==> src/rtl/core/gblit_pkg.sv <==
package gblit_pkg;

	localparam int GLYPH_ROWS   = 8;
	localparam int GLYPH_COLS   = 8;
	localparam int GLYPH_COUNT  = 256;
	localparam int QUEUE_DEPTH  = 2;
	localparam int GLYPH_W      = 8;
	localparam int ADDR_W       = 48;
	localparam int WORD_W       = 32;
	localparam int IDX_W        = 27;
	localparam int CFG_IDX_W    = 3;

	localparam logic [2:0] LAST_IDX = 3'(GLYPH_ROWS - 1);

	localparam logic [7:0] FIRST_PRINTABLE = 8'h20;
	localparam logic [7:0] LAST_PRINTABLE  = 8'h7E;
	localparam logic [WORD_W-1:0] WHITE_WORD = 32'h00FF_FFFF;

	// register indexes
	localparam logic [CFG_IDX_W-1:0] CFG_PIX_FMT       = 3'd0;
	localparam logic [CFG_IDX_W-1:0] CFG_SCREEN_HEIGHT = 3'd1;
	localparam logic [CFG_IDX_W-1:0] CFG_SCREEN_WIDTH  = 3'd2;
	localparam logic [CFG_IDX_W-1:0] CFG_ROW_STRIDE    = 3'd3;
	localparam logic [CFG_IDX_W-1:0] CFG_FRAME_BASE    = 3'd4;

	// pixel formats
	localparam logic [1:0] FMT_RGB = 2'd0;
	localparam logic [1:0] FMT_BGR = 2'd1;

	// result status codes
	localparam logic [1:0] STATUS_OK            = 2'd0;
	localparam logic [1:0] STATUS_NOT_PRINTABLE = 2'd1;
	localparam logic [1:0] STATUS_OFF_SCREEN    = 2'd2;

	typedef enum logic [1:0] {
		CMD_LOAD = 2'd0,
		CMD_DRAW = 2'd1,
		CMD_ERR  = 2'd2
	} cmd_kind_t;

	typedef struct packed {
		logic [1:0]        pix_fmt;
		logic [12:0]       screen_height;
		logic [12:0]       screen_width;
		logic [13:0]       row_stride;
		logic [ADDR_W-1:0] frame_base;
	} cfg_t;

	typedef struct packed {
		cmd_kind_t          kind;
		logic [1:0]         status;
		logic [7:0]         code;
		logic [2:0]         line;
		logic [GLYPH_W-1:0] bits;
		logic [IDX_W-1:0]   index0;
		logic [WORD_W-1:0]  fg;
		logic [WORD_W-1:0]  bg;
	} cmd_t;

	function automatic logic [WORD_W-1:0] pack_colour(
		input logic [1:0] fmt,
		input logic [7:0] r,
		input logic [7:0] g,
		input logic [7:0] b
	);
		logic [WORD_W-1:0] w;
		unique case (fmt)
			FMT_RGB: w = {8'h00, b, g, r};
			FMT_BGR: w = {8'h00, r, g, b};
			default: w = WHITE_WORD;
		endcase
		return w;
	endfunction

endpackage

==> src/rtl/core/gblit_queue.sv <==
module gblit_queue #(
	parameter int DEPTH = gblit_pkg::QUEUE_DEPTH
) (
	input  logic              clk,
	input  logic              arst_n,
	input  logic              push,
	input  gblit_pkg::cmd_t   push_data,
	output logic              full,
	input  logic              pop,
	output gblit_pkg::cmd_t   head,
	output logic              empty
);

	localparam int PW = $clog2(DEPTH);
	localparam int CW = $clog2(DEPTH + 1);

	gblit_pkg::cmd_t mem_q [DEPTH];
	logic [PW-1:0]   wr_ptr_q;
	logic [PW-1:0]   rd_ptr_q;
	logic [CW-1:0]   count_q;

	assign full  = (count_q == CW'(DEPTH));
	assign empty = (count_q == '0);
	assign head  = mem_q[rd_ptr_q];

	always_ff @(posedge clk) begin
		if (push) begin
			mem_q[wr_ptr_q] <= push_data;
		end
	end

	always_ff @(posedge clk or negedge arst_n) begin
		if (!arst_n) begin
			wr_ptr_q <= '0;
			rd_ptr_q <= '0;
			count_q  <= '0;
		end else begin
			if (push) begin
				wr_ptr_q <= (wr_ptr_q == PW'(DEPTH - 1)) ? '0 : wr_ptr_q + PW'(1);
			end
			if (pop) begin
				rd_ptr_q <= (rd_ptr_q == PW'(DEPTH - 1)) ? '0 : rd_ptr_q + PW'(1);
			end
			if (push && !pop) begin
				count_q <= count_q + CW'(1);
			end else if (pop && !push) begin
				count_q <= count_q - CW'(1);
			end
		end
	end

endmodule

==> config.mk <==
export PLATFORM = sky130hd
export DESIGN_NAME = gblit_queue
export DESIGN_NICKNAME = d
export VERILOG_FILES = /design/src/rtl/core/gblit_pkg.sv /design/src/rtl/core/gblit_queue.sv
export SDC_FILE = /design/constraint.sdc
export NUM_CORES = 1
export LEC_CHECK = 0
export ABC_AREA = 1
export ABC_CLOCK_PERIOD_IN_PS = 8100
export BUFFER_PORTS_ARGS = -buffer_cell sky130_fd_sc_hd__buf_2
export CAP_MARGIN = 0
export CELL_PAD_IN_SITES_DETAIL_PLACEMENT = 1
export CELL_PAD_IN_SITES_GLOBAL_PLACEMENT = 1
export CORE_ASPECT_RATIO = 0.9
export CORE_UTILIZATION = 44
export DETAILED_ROUTE_END_ITERATION = 10
export GPL_TIMING_DRIVEN = 0
export PLACE_DENSITY_LB_ADDON = 0.1
export SYNTH_ARGS = -nofsm -noshare
export SYNTH_HDL_FRONTEND = slang
export SYNTH_SLANG_ARGS = --single-unit
==> constraint.sdc <==
create_clock -name clk -period 8.1 [get_ports clk]
set_input_delay 1.62 -clock clk [delete_from_list [all_inputs] [get_ports clk]]
set_output_delay 1.62 -clock clk [all_outputs]
set_load 0.05 [all_outputs]
* Yosys cells after proc, flatten, opt, wreduce, memory -nomap -nowiden
Memory sizes are Yosys's and may differ from the RTL's. Cells that the tools add are included. Widths: inputs -> output; s select.
Storage, ports and cells: register bits 4, RAM bits 228, input bits 118, output and inout port bits 116, memories kept 1
Cells by class: $add $sub $neg 4, eq/ne operators 1, mux-type cells 6, reduce and logical (&&, ||, !) cells 6
Memories:
- mem_q | depth 2, bits a word 114, rd ports 1, clocked after memory_dff 0, write ports 1, RTL line gblit_queue.sv:17 | gblit_pkg::cmd_t mem_q [DEPTH];
Operators with widths (number):
- $mux 1 | 4
- $mux 2 | 2
- $add 1x1->1 const B | 2
- $add 2x1->2 const B | 1
- $eq 2x2->1 const B | 1
- $logic_and 1x1->1 | 2
- $logic_not 1->1 | 2
- $logic_not 2->1 | 1
- $reduce_bool 2->1 | 1
- $sub 2x1->2 const B | 1

* Longest topological paths before layout
depth in word-level cells 4, depth in mapped cells 7

* Worst setup path before layout
OpenSTA, ideal clock, no wires.
path type input-to-reg, start in push, end mem mem_q[0][0] (netlist bit), enable pin, library setup time 591 ps, arrival 6430 ps, path slack 1079 ps, cell stages on the path 2, cell sequence inv_1 nor2_1
Between the ends: longest elaborated chain between the ends 2
RTL lines:
- start: declaration | RTL line gblit_queue.sv:6 | input logic push,
- $mux 1 | RTL line gblit_queue.sv:27 | if (push) begin
- $mux 1 (implied by the code) | RTL line gblit_queue.sv:28 | mem_q[wr_ptr_q] <= push_data;
- end: declaration | RTL line gblit_queue.sv:17
No other way between the ends.

==> results.cfg <==
[setup_path]
rr_endpoint = mem_q[1][20]$_DFFE_PP_
worstSetupStartpoint = rd_ptr_q$_DFFE_PN0P_
critPathCapture = head[41]
worstPathRequired_ns = 6.48
reg2reg_depth = 3
crit_type = reg -> out
r2r-start = wr_ptr_q$_DFFE_PN0P_
start_kind = flip-flop
end_kind = primary output
cp_max_fo = 10
critPathArrivalTime_ns = 1.89
r2r_slack_ns = 6.39

[timing]
setup-tns-final_ns = 0
worst_pin_slew_ns = 0.539
setup_violations = 0
max_slew_margin_pct = 64.1
fmax_mhz = 285
post-route-period-util_pct = 43.4
hold_ws_ns = 0.529
fin_worst_skew_ns = 0.00519
fin_crit_ns = 3.51
rsz0062_at_grt = no
finalHoldViolCount = 0
final_max_slew_viol_count = 0

[logic_synthesis]
synth.cell_area_mm2 = 0.00863
ys_types = 14
ys_warn_count = 0
syn-num-nets = 499
synth_seq_area_share_pct = 80.5
syn_area_per_cell_um2 = 22.7
synthCells = 380
synth_seq_cells = 232

[grt]
grt-ovfl-total = 0
grt_usage_pct = 16.7
grt_pass1_wl_um = 25600
grt_max_degree = 63
grt_pass1_vias = 4754
antenna_found_initial = 2

[clock_tree]
path_clk_slew_ns = 0.06
postCtsHoldBufs = 0
post-cts-setup-buffer-count = 0
cts_tree = yes
clk_path_buf_depth = 3
worstSkewPairLatency_ns = 0.50
htreeDepth = 1
cts_resized = 0
cts_sinks = 232
root_buffer = clkbuf_16
cts_buffers = 25

[floorplanning]
start_util_pct = 44.9
die_area_mm2 = 0.0202
die_x_um = 150
die_h_um = 135
ios = 234
core_mm2 = 0.0192
rows = 48

[cells_and_area]
layout_common_cells = buf_2 (239), edfxtp_1 (228), mux2_2 (64)
diodes = 0
drive_above_1_share_pct = 60.6
seq_area_mm2 = 0.00695
n_fill_cell = 1775
stdcell_area_mm2 = 0.0110
post-route-util_pct = 57.1
syn2layout_area_growth_pct = 27.1
layout_commonest_cell = buf_2
fin_cells = 912
fin_nets = 764
multi_input_area_mm2 = 0.00156

[detailed_routing]
wl_per_cell_um = 18.8
drc = 0
ant_nets = 0
wirelength_um = 17100
dr.pass1.iters = 4
drt_iter0_drc = 141
avgViaCountPerCell = 4.83
via_count = 4402

[outcome]
status = complete, no violations

[job]
drv_cap = 0

[pwr]
powerDensity_mw_per_mm2 = 420
ir_worst_vdd_uv = 249
p_leak_uw = 0.00432

[min_path]
hp-class = reg -> reg

[place]
post_dp_cell_area_mm2 = 0.0102
placement.io_buffers = 233
post-place-cells = 868
dpl.hpwl_um = 12100
gp_congestion = 0.702
-- per-layer routing --
layer | GRT usage [%] | part of all wire [%] | vias to the layer above
li1 | - | - | 2039
met1 | 19.9 | 38 | 2168
met2 | 28.6 | 50 | 162
met3 | 5.91 | 9.3 | 29
met4 | 4.60 | 1.9 | 4
met5 | 0 | 0.17 | -
-- critical path, stage by stage, from the launching register on --
cell	delay, ns
dfrtp_1	0.34
buf_6	0.14
buf_6	0.17
buf_6	0.20
mux2_4	0.32
buf_2	0.21
-- report_power, final --
part           switching, uW  leakage (uW)  internal, uW
Sequential              58.1       0.00219          1590
Clock                    435      0.000362           596
Combinational           1350       0.00177           584
-- per-stage QoR --
stage,setup slack (ns),power [uW]
floorplan,1.08,3220
global placement,-1.79,3620
detailed placement,5.01,3630
CTS,4.53,4680
global route,4.49,4800
finish,4.59,4610
-- state kept, by name, indices dropped and copies added (netlist names) --
register	flops
mem_q	228
count_q	2
rd_ptr_q	1
wr_ptr_q	1
-- worst min-delay path by stage --
stage	from	end	depth (start not counted)
finish	count_q[1]$_DFFE_PN0P_	count_q[1]$_DFFE_PN0P_	2
global route	count_q[1]$_DFFE_PN0P_	count_q[1]$_DFFE_PN0P_	2
CTS	count_q[1]$_DFFE_PN0P_	count_q[1]$_DFFE_PN0P_	2
detailed placement	count_q[1]$_DFFE_PN0P_	count_q[1]$_DFFE_PN0P_	2
global placement	wr_ptr_q$_DFFE_PN0P_	wr_ptr_q$_DFFE_PN0P_	1
floorplan	count_q[1]$_DFFE_PN0P_	count_q[1]$_DFFE_PN0P_	2
-- area by class of cell --
type / instances / share of cell area (%)
buffer: 13 / 0.992
clock buffer: 29 / 5.84
clock inverter: 15 / 0.946
inverter: 7 / 0.285
multi-input combinational: 128 / 14.2
sequential: 232 / 63.3
tap: 250 / 2.85
timing repair buffer: 238 / 11.6
-- Yosys cell counts --
cell      count  share of area, %
buf_2         6              0.35
nand4_1       1             0.073
inv_1         7              0.30
nand2_1       5              0.22
xor2_1        2              0.20
nor2_1        3              0.13
mux2_2       64               8.3
ha_1          1              0.14
nand3_1       1             0.058
mux2_4       50               8.7
xnor2_1       1              0.10
edfxtp_1    228                79
dfrtp_1       4               1.2
buf_6         7              0.91
-- kinds of logic (layout without fill, tap and decap cells) --
| family | count (synthesis) | after routing | synth area share, % |
|---|---|---|---|
| flops | 232 | 232 | 80.5 |
| mux | 114 | 114 | 17.0 |
| buf+inv | 20 | 302 | 1.57 |
| simple gates | 10 | 10 | 0.478 |
| xor+xnor | 3 | 3 | 0.304 |
| fa+ha+maj | 1 | 1 | 0.145 |
No activity file was read; power rests on OpenSTA's default activity.
