===== config.mk =====
export PLATFORM = sky130hd
export DESIGN_NAME = gblit_front
export DESIGN_NICKNAME = d
export VERILOG_FILES = /design/src/rtl/core/gblit_pkg.sv /design/src/rtl/core/gblit_front.sv
export SDC_FILE = /design/constraint.sdc
export NUM_CORES = 1
export LEC_CHECK = 0
export BUFFER_PORTS_ARGS = -buffer_cell sky130_fd_sc_hd__buf_4
export CAP_MARGIN = 20
export CORE_UTILIZATION = 50
export DETAILED_ROUTE_END_ITERATION = 8
export GPL_TIMING_DRIVEN = 0
export PLACE_DENSITY_LB_ADDON = 0.1
export SYNTH_ARGS = -nofsm -noshare
export SYNTH_HDL_FRONTEND = slang
export SYNTH_SLANG_ARGS = --single-unit

===== constraint.sdc =====
create_clock -name vclk -period 7.8
set_input_delay 0 -clock vclk [all_inputs]
set_output_delay 0 -clock vclk [all_outputs]
set_load 0.01 [all_outputs]

===== src/rtl/core/gblit_pkg.sv =====
package gblit_pkg;

	localparam int GLYPH_ROWS   = 8;
	localparam int GLYPH_COLS   = 8;
	localparam int GLYPH_COUNT  = 256;
	localparam int QUEUE_DEPTH  = 2;
	localparam int GLYPH_W      = 8;
	localparam int ADDR_W       = 48;
	localparam int WORD_W       = 32;
	localparam int IDX_W        = 27;
	localparam int CFG_IDX_W    = 3;

	localparam logic [2:0] LAST_IDX = 3'(GLYPH_ROWS - 1);

	localparam logic [7:0] FIRST_PRINTABLE = 8'h20;
	localparam logic [7:0] LAST_PRINTABLE  = 8'h7E;
	localparam logic [WORD_W-1:0] WHITE_WORD = 32'h00FF_FFFF;

	// register indexes
	localparam logic [CFG_IDX_W-1:0] CFG_PIX_FMT       = 3'd0;
	localparam logic [CFG_IDX_W-1:0] CFG_SCREEN_HEIGHT = 3'd1;
	localparam logic [CFG_IDX_W-1:0] CFG_SCREEN_WIDTH  = 3'd2;
	localparam logic [CFG_IDX_W-1:0] CFG_ROW_STRIDE    = 3'd3;
	localparam logic [CFG_IDX_W-1:0] CFG_FRAME_BASE    = 3'd4;

	// pixel formats
	localparam logic [1:0] FMT_RGB = 2'd0;
	localparam logic [1:0] FMT_BGR = 2'd1;

	// result status codes
	localparam logic [1:0] STATUS_OK            = 2'd0;
	localparam logic [1:0] STATUS_NOT_PRINTABLE = 2'd1;
	localparam logic [1:0] STATUS_OFF_SCREEN    = 2'd2;

	typedef enum logic [1:0] {
		CMD_LOAD = 2'd0,
		CMD_DRAW = 2'd1,
		CMD_ERR  = 2'd2
	} cmd_kind_t;

	typedef struct packed {
		logic [1:0]        pix_fmt;
		logic [12:0]       screen_height;
		logic [12:0]       screen_width;
		logic [13:0]       row_stride;
		logic [ADDR_W-1:0] frame_base;
	} cfg_t;

	typedef struct packed {
		cmd_kind_t          kind;
		logic [1:0]         status;
		logic [7:0]         code;
		logic [2:0]         line;
		logic [GLYPH_W-1:0] bits;
		logic [IDX_W-1:0]   index0;
		logic [WORD_W-1:0]  fg;
		logic [WORD_W-1:0]  bg;
	} cmd_t;

	function automatic logic [WORD_W-1:0] pack_colour(
		input logic [1:0] fmt,
		input logic [7:0] r,
		input logic [7:0] g,
		input logic [7:0] b
	);
		logic [WORD_W-1:0] w;
		unique case (fmt)
			FMT_RGB: w = {8'h00, b, g, r};
			FMT_BGR: w = {8'h00, r, g, b};
			default: w = WHITE_WORD;
		endcase
		return w;
	endfunction

endpackage


===== src/rtl/core/gblit_front.sv =====
module gblit_front #(
	parameter int GLYPH_COUNT = gblit_pkg::GLYPH_COUNT
) (
	input  gblit_pkg::cfg_t  cfg,
	input  logic             push,
	output logic             full,
	input  logic             opcode,
	input  logic [11:0]      cell_row,
	input  logic [11:0]      cell_col,
	input  logic [7:0]       char_code,
	input  logic [7:0]       fg_red,
	input  logic [7:0]       fg_green,
	input  logic [7:0]       fg_blue,
	input  logic [7:0]       bg_red,
	input  logic [7:0]       bg_green,
	input  logic [7:0]       bg_blue,
	input  logic [2:0]       glyph_line,
	input  logic [7:0]       glyph_bits,
	input  logic             q_full,
	output logic             q_push,
	output gblit_pkg::cmd_t  q_data
);

	logic known_code;
	logic printable;
	logic off_screen;
	logic accept;

	assign full   = q_full;
	assign accept = push && !q_full;

	assign known_code = ({1'b0, char_code} < 9'(GLYPH_COUNT));
	assign printable  = known_code && (char_code >= gblit_pkg::FIRST_PRINTABLE)
		&& (char_code <= gblit_pkg::LAST_PRINTABLE);
	assign off_screen =
		(({1'b0, cell_row} + 13'(gblit_pkg::GLYPH_ROWS)) > cfg.screen_height) ||
		(({1'b0, cell_col} + 13'(gblit_pkg::GLYPH_COLS)) > cfg.screen_width);

	// drop loads aimed past the font store
	assign q_push = accept && !(opcode && !known_code);

	always_comb begin
		q_data.code   = char_code;
		q_data.line   = glyph_line;
		q_data.bits   = glyph_bits;
		q_data.index0 = gblit_pkg::IDX_W'(cell_row) * gblit_pkg::IDX_W'(cfg.row_stride)
			+ gblit_pkg::IDX_W'(cell_col);
		q_data.fg     = gblit_pkg::pack_colour(cfg.pix_fmt, fg_red, fg_green, fg_blue);
		q_data.bg     = gblit_pkg::pack_colour(cfg.pix_fmt, bg_red, bg_green, bg_blue);
		q_data.status = gblit_pkg::STATUS_OK;
		if (opcode) begin
			q_data.kind = gblit_pkg::CMD_LOAD;
		end else if (!printable) begin
			q_data.kind   = gblit_pkg::CMD_ERR;
			q_data.status = gblit_pkg::STATUS_NOT_PRINTABLE;
		end else if (off_screen) begin
			q_data.kind   = gblit_pkg::CMD_ERR;
			q_data.status = gblit_pkg::STATUS_OFF_SCREEN;
		end else begin
			q_data.kind = gblit_pkg::CMD_DRAW;
		end
	end

endmodule


After elaboration in Yosys (flattened, before gate mapping)
Cells that the tools add are included.
{"block": "word_totals", "ff_bits": 0}
{"block": "classes", "addsub": 3, "mul": 1, "magnitude_cmp": 4, "eq_ne": 1, "mux": 7, "n_reduce_logical": 5}
{"operator": "case mux 24 bit (2 select lines)", "count": 2}
{"operator": "adder 26 x 12 -> 27 bit", "count": 1}
{"operator": "adder 12 x 4 -> 13 bit (second input constant)", "count": 2}
{"operator": "greater-than comparator 13 bit", "count": 2}
{"operator": "multiplier 12 x 14 -> 26 bit", "count": 1}
{"operator": ">= comparator 8 x 6 -> 1 bit (second input constant)", "count": 1}
{"operator": "<= comparator 8 x 7 -> 1 bit (second input constant)", "count": 1}
{"operator": "two-way mux 2 bit", "count": 4}
{"operator": "two-way mux 4 bit", "count": 1}
{"operator": "equality test 2 x 1 -> 1 bit (second input constant)", "count": 1}
{"operator": "logical AND 1 bit", "count": 2}
{"operator": "logical NOT 2 bit", "count": 1}
{"operator": "logical NOT 1 bit", "count": 1}
{"operator": "logical OR 1 bit", "count": 1}

Longest topological paths before layout
{"block": "logic_depth", "depth_word": 6, "ltp_mapped": 21, "mapped_depth_nobuf": 18}

Least setup slack after synthesis
No wires, ideal clock.
{"block": "synth_timing", "path_kind": "input port to output port", "from": "input port cell_row[9]", "to": "output port q_data[86] in the netlist's numbering", "arrival_ns": 4.756, "required_ns": 7.800, "slack_ns": 3.044, "stages": 18, "path_buffers": 3, "path_cell_list": "clkbuf_1 clkbuf_1 nand2_1 fa_1 fa_1 inv_1 fa_1 fa_1 inv_1 fa_1 inv_1 ha_1 clkbuf_1 nand2_1 a2111oi_4 o31ai_2 nor2b_1 xnor2_1"}
{"element": "from (decl)", "line_no": "gblit_front.sv:8", "text": "input logic [11:0] cell_row,"}
{"element": "to (decl)", "line_no": "gblit_front.sv:21", "text": "output gblit_pkg::cmd_t q_data"}

==> metrics.txt <==
register area 0 sq um; worst path cell trace clkbuf_1, clkbuf_1, nand2_1, fa_1, fa_1, inv_1, fa_1, fa_1, inv_1, fa_1, inv_1, ha_1, clkbuf_1, nand2_1, o221a_2, o2111ai_1, nand2_1, xnor2_1, buf_4; Final Wtd Congestion 0.857; die area 16500 sq um; Syn Std Cell Area 7990 sq um; critical path peak fanout 10; GRT Residual Overflow 0; Critical Path Slowest Stage Cell fa_1; DP HPWL 18.7 mm; row count 45; PD cells 367 nW/um^2; fmax 0.176 GHz; outcome complete, no violations; area share of the largest cell type after synthesis 33.1%; design area 9960 sq um; worst-margin pin slew 641 ps; Ys Warns 0; Worst setup SP type input port; Critical Path RT 7800 ps; core area 15400 sq um; Final min period 5670 ps; # IOs 300; worst hold path class input port to output pin; Vias 7245; Setup CP Type input port to output pin; wire per inst 14.8 microns; post-synthesis sequential area ratio 0%; vias per cell 5.00; WL final 21.4 mm; VDD IR max 0.576 mV; final-layout clock buffer total 0; commonest non-fill, non-tap cell in the layout buf_4; Starting Density 51.8%; CP dominant cell by count fa_1; Setup-failing EPs final 0; post-layout total power 3.65 mW; global-route wire length before repair 34.6 mm; slowest cell delay on critical path 560 ps; First-pass DRT Iterations 4; RSZ-0062 raised after global routing false; Post-Synthesis Cells 1002; area after detailed placement 9960 sq um; CTS Hold Bufs 0; Buffers on Ports 219; Slew headroom 57.3%; Synth area leader fa_1; Seq cells 0; Slew Viols, Final 0; setup TNS 0 ps; Post-CTS Setup Bufs 0; Max Cap Viol 0; # fillers 1418; proportion of layout cells with a drive suffix above 1 22.6%; vias in the first global route 7230; post-cts resize count 0; Final #Nets 1658; maximum number of pins on one net before global-route repair 11; Synth area leaders fa_1 33%, ha_1 16%, inv_1 11%, and2_1 6.5%, nand2_1 4.8%; Mean Syn Cell Area 7.98 sq um; post-route ant nets 0; period utilization 72.7%; DRC 0; WP data arrival 5670 ps; 1st-iter DRT viols 250; Die W 128 microns; element type at the critical path end output pin; Leakage 5.59 nW; die extent in y 128 microns; commonest non-fill, non-tap cells in the layout 255 x buf_4, 233 x inv_1, 132 x fa_1; count of cell types in the netlist 45; Area Overhead vs Synth 24.6%; Final Hold Viols 0; initial antenna violation count 1; GRT Overall Usage 26.3%
## through the flow
step / util, % / setup slack [ps] / std cells / hold slack, ps
after floorplan: - / 3040 / 1017 / 46.4
final: 64.5 / 2130 / 1448 / 176
after CTS: 64.5 / 2110 / 1447 / 177
after global routing: 64.5 / 1850 / 1448 / 180
after detailed placement: 64.5 / 2160 / 1447 / 177
after global placement: 64.5 / 2160 / 1447 / 177
## critical path: cells and delay by family
family | cells | cell delay, ps
fa+ha+maj | 6 | 2900
xor+xnor | 1 | 200
buf+inv | 7 | 1500
compound gates | 2 | 620
simple gates | 3 | 450
## synthesized netlist by cell type, types with 2 or more instances
cell and n:
a211o_1 35, a211oi_1 3, a21o_1 17, a21oi_1 23, a21oi_2 3, a31oi_1 5, and2_1 83, and3_1 6
buf_1 3, buf_4 36, clkbuf_1 45, fa_1 132, ha_1 104, inv_1 233, nand2_1 102, nand3_1 14
nand4_1 10, nor2_1 16, nor2b_1 37, nor3_1 5, o21a_1 2, o21ai_0 5, o21ai_1 4, o21bai_1 5
o22ai_1 2, o31ai_1 2, or2_2 17, or3_1 2, xnor2_1 24, xor2_1 12
## layer usage
layer	vias to the layer above	track usage, %	part of all wire (%)
met5	-	0	0
met3	21	2.79	7.4
li1	3481	-	-
met4	0	4.71	1.2
met1	3449	33.1	42
met2	294	48.7	49
## where the power goes
part / internal [mW] / switching (mW)
sequential: 0 / 0
combinational: 1.64 / 2.01
clock: 0.0000000173 / 0
total: 1.64 / 2.01
## cell families after synthesis
family	share of synthesized area (%)
compound gates	10.9
xor+xnor	3.95
fa+ha+maj	49.4
buf+inv	16.6
other cells	0.0469
simple gates	19.2
## final cells by class
class              instances  area [sq um]  share of cell area (%)
well taps                211           264                    2.65
repair buffers           219          1640                    16.5
multi-input cells        700          6720                    67.5
diodes                     1          2.50                  0.0251
plain buffers             84           450                    4.52
inverters                233           875                    8.78
## path summary, 6_finish.rpt
path     startpoint          to  slack (ps)  cells after the start
max     cell_row[5]  q_data[84]        2130                     19
min   glyph_bits[6]  q_data[97]         180                      2
(Power assumes the default switching activity.)
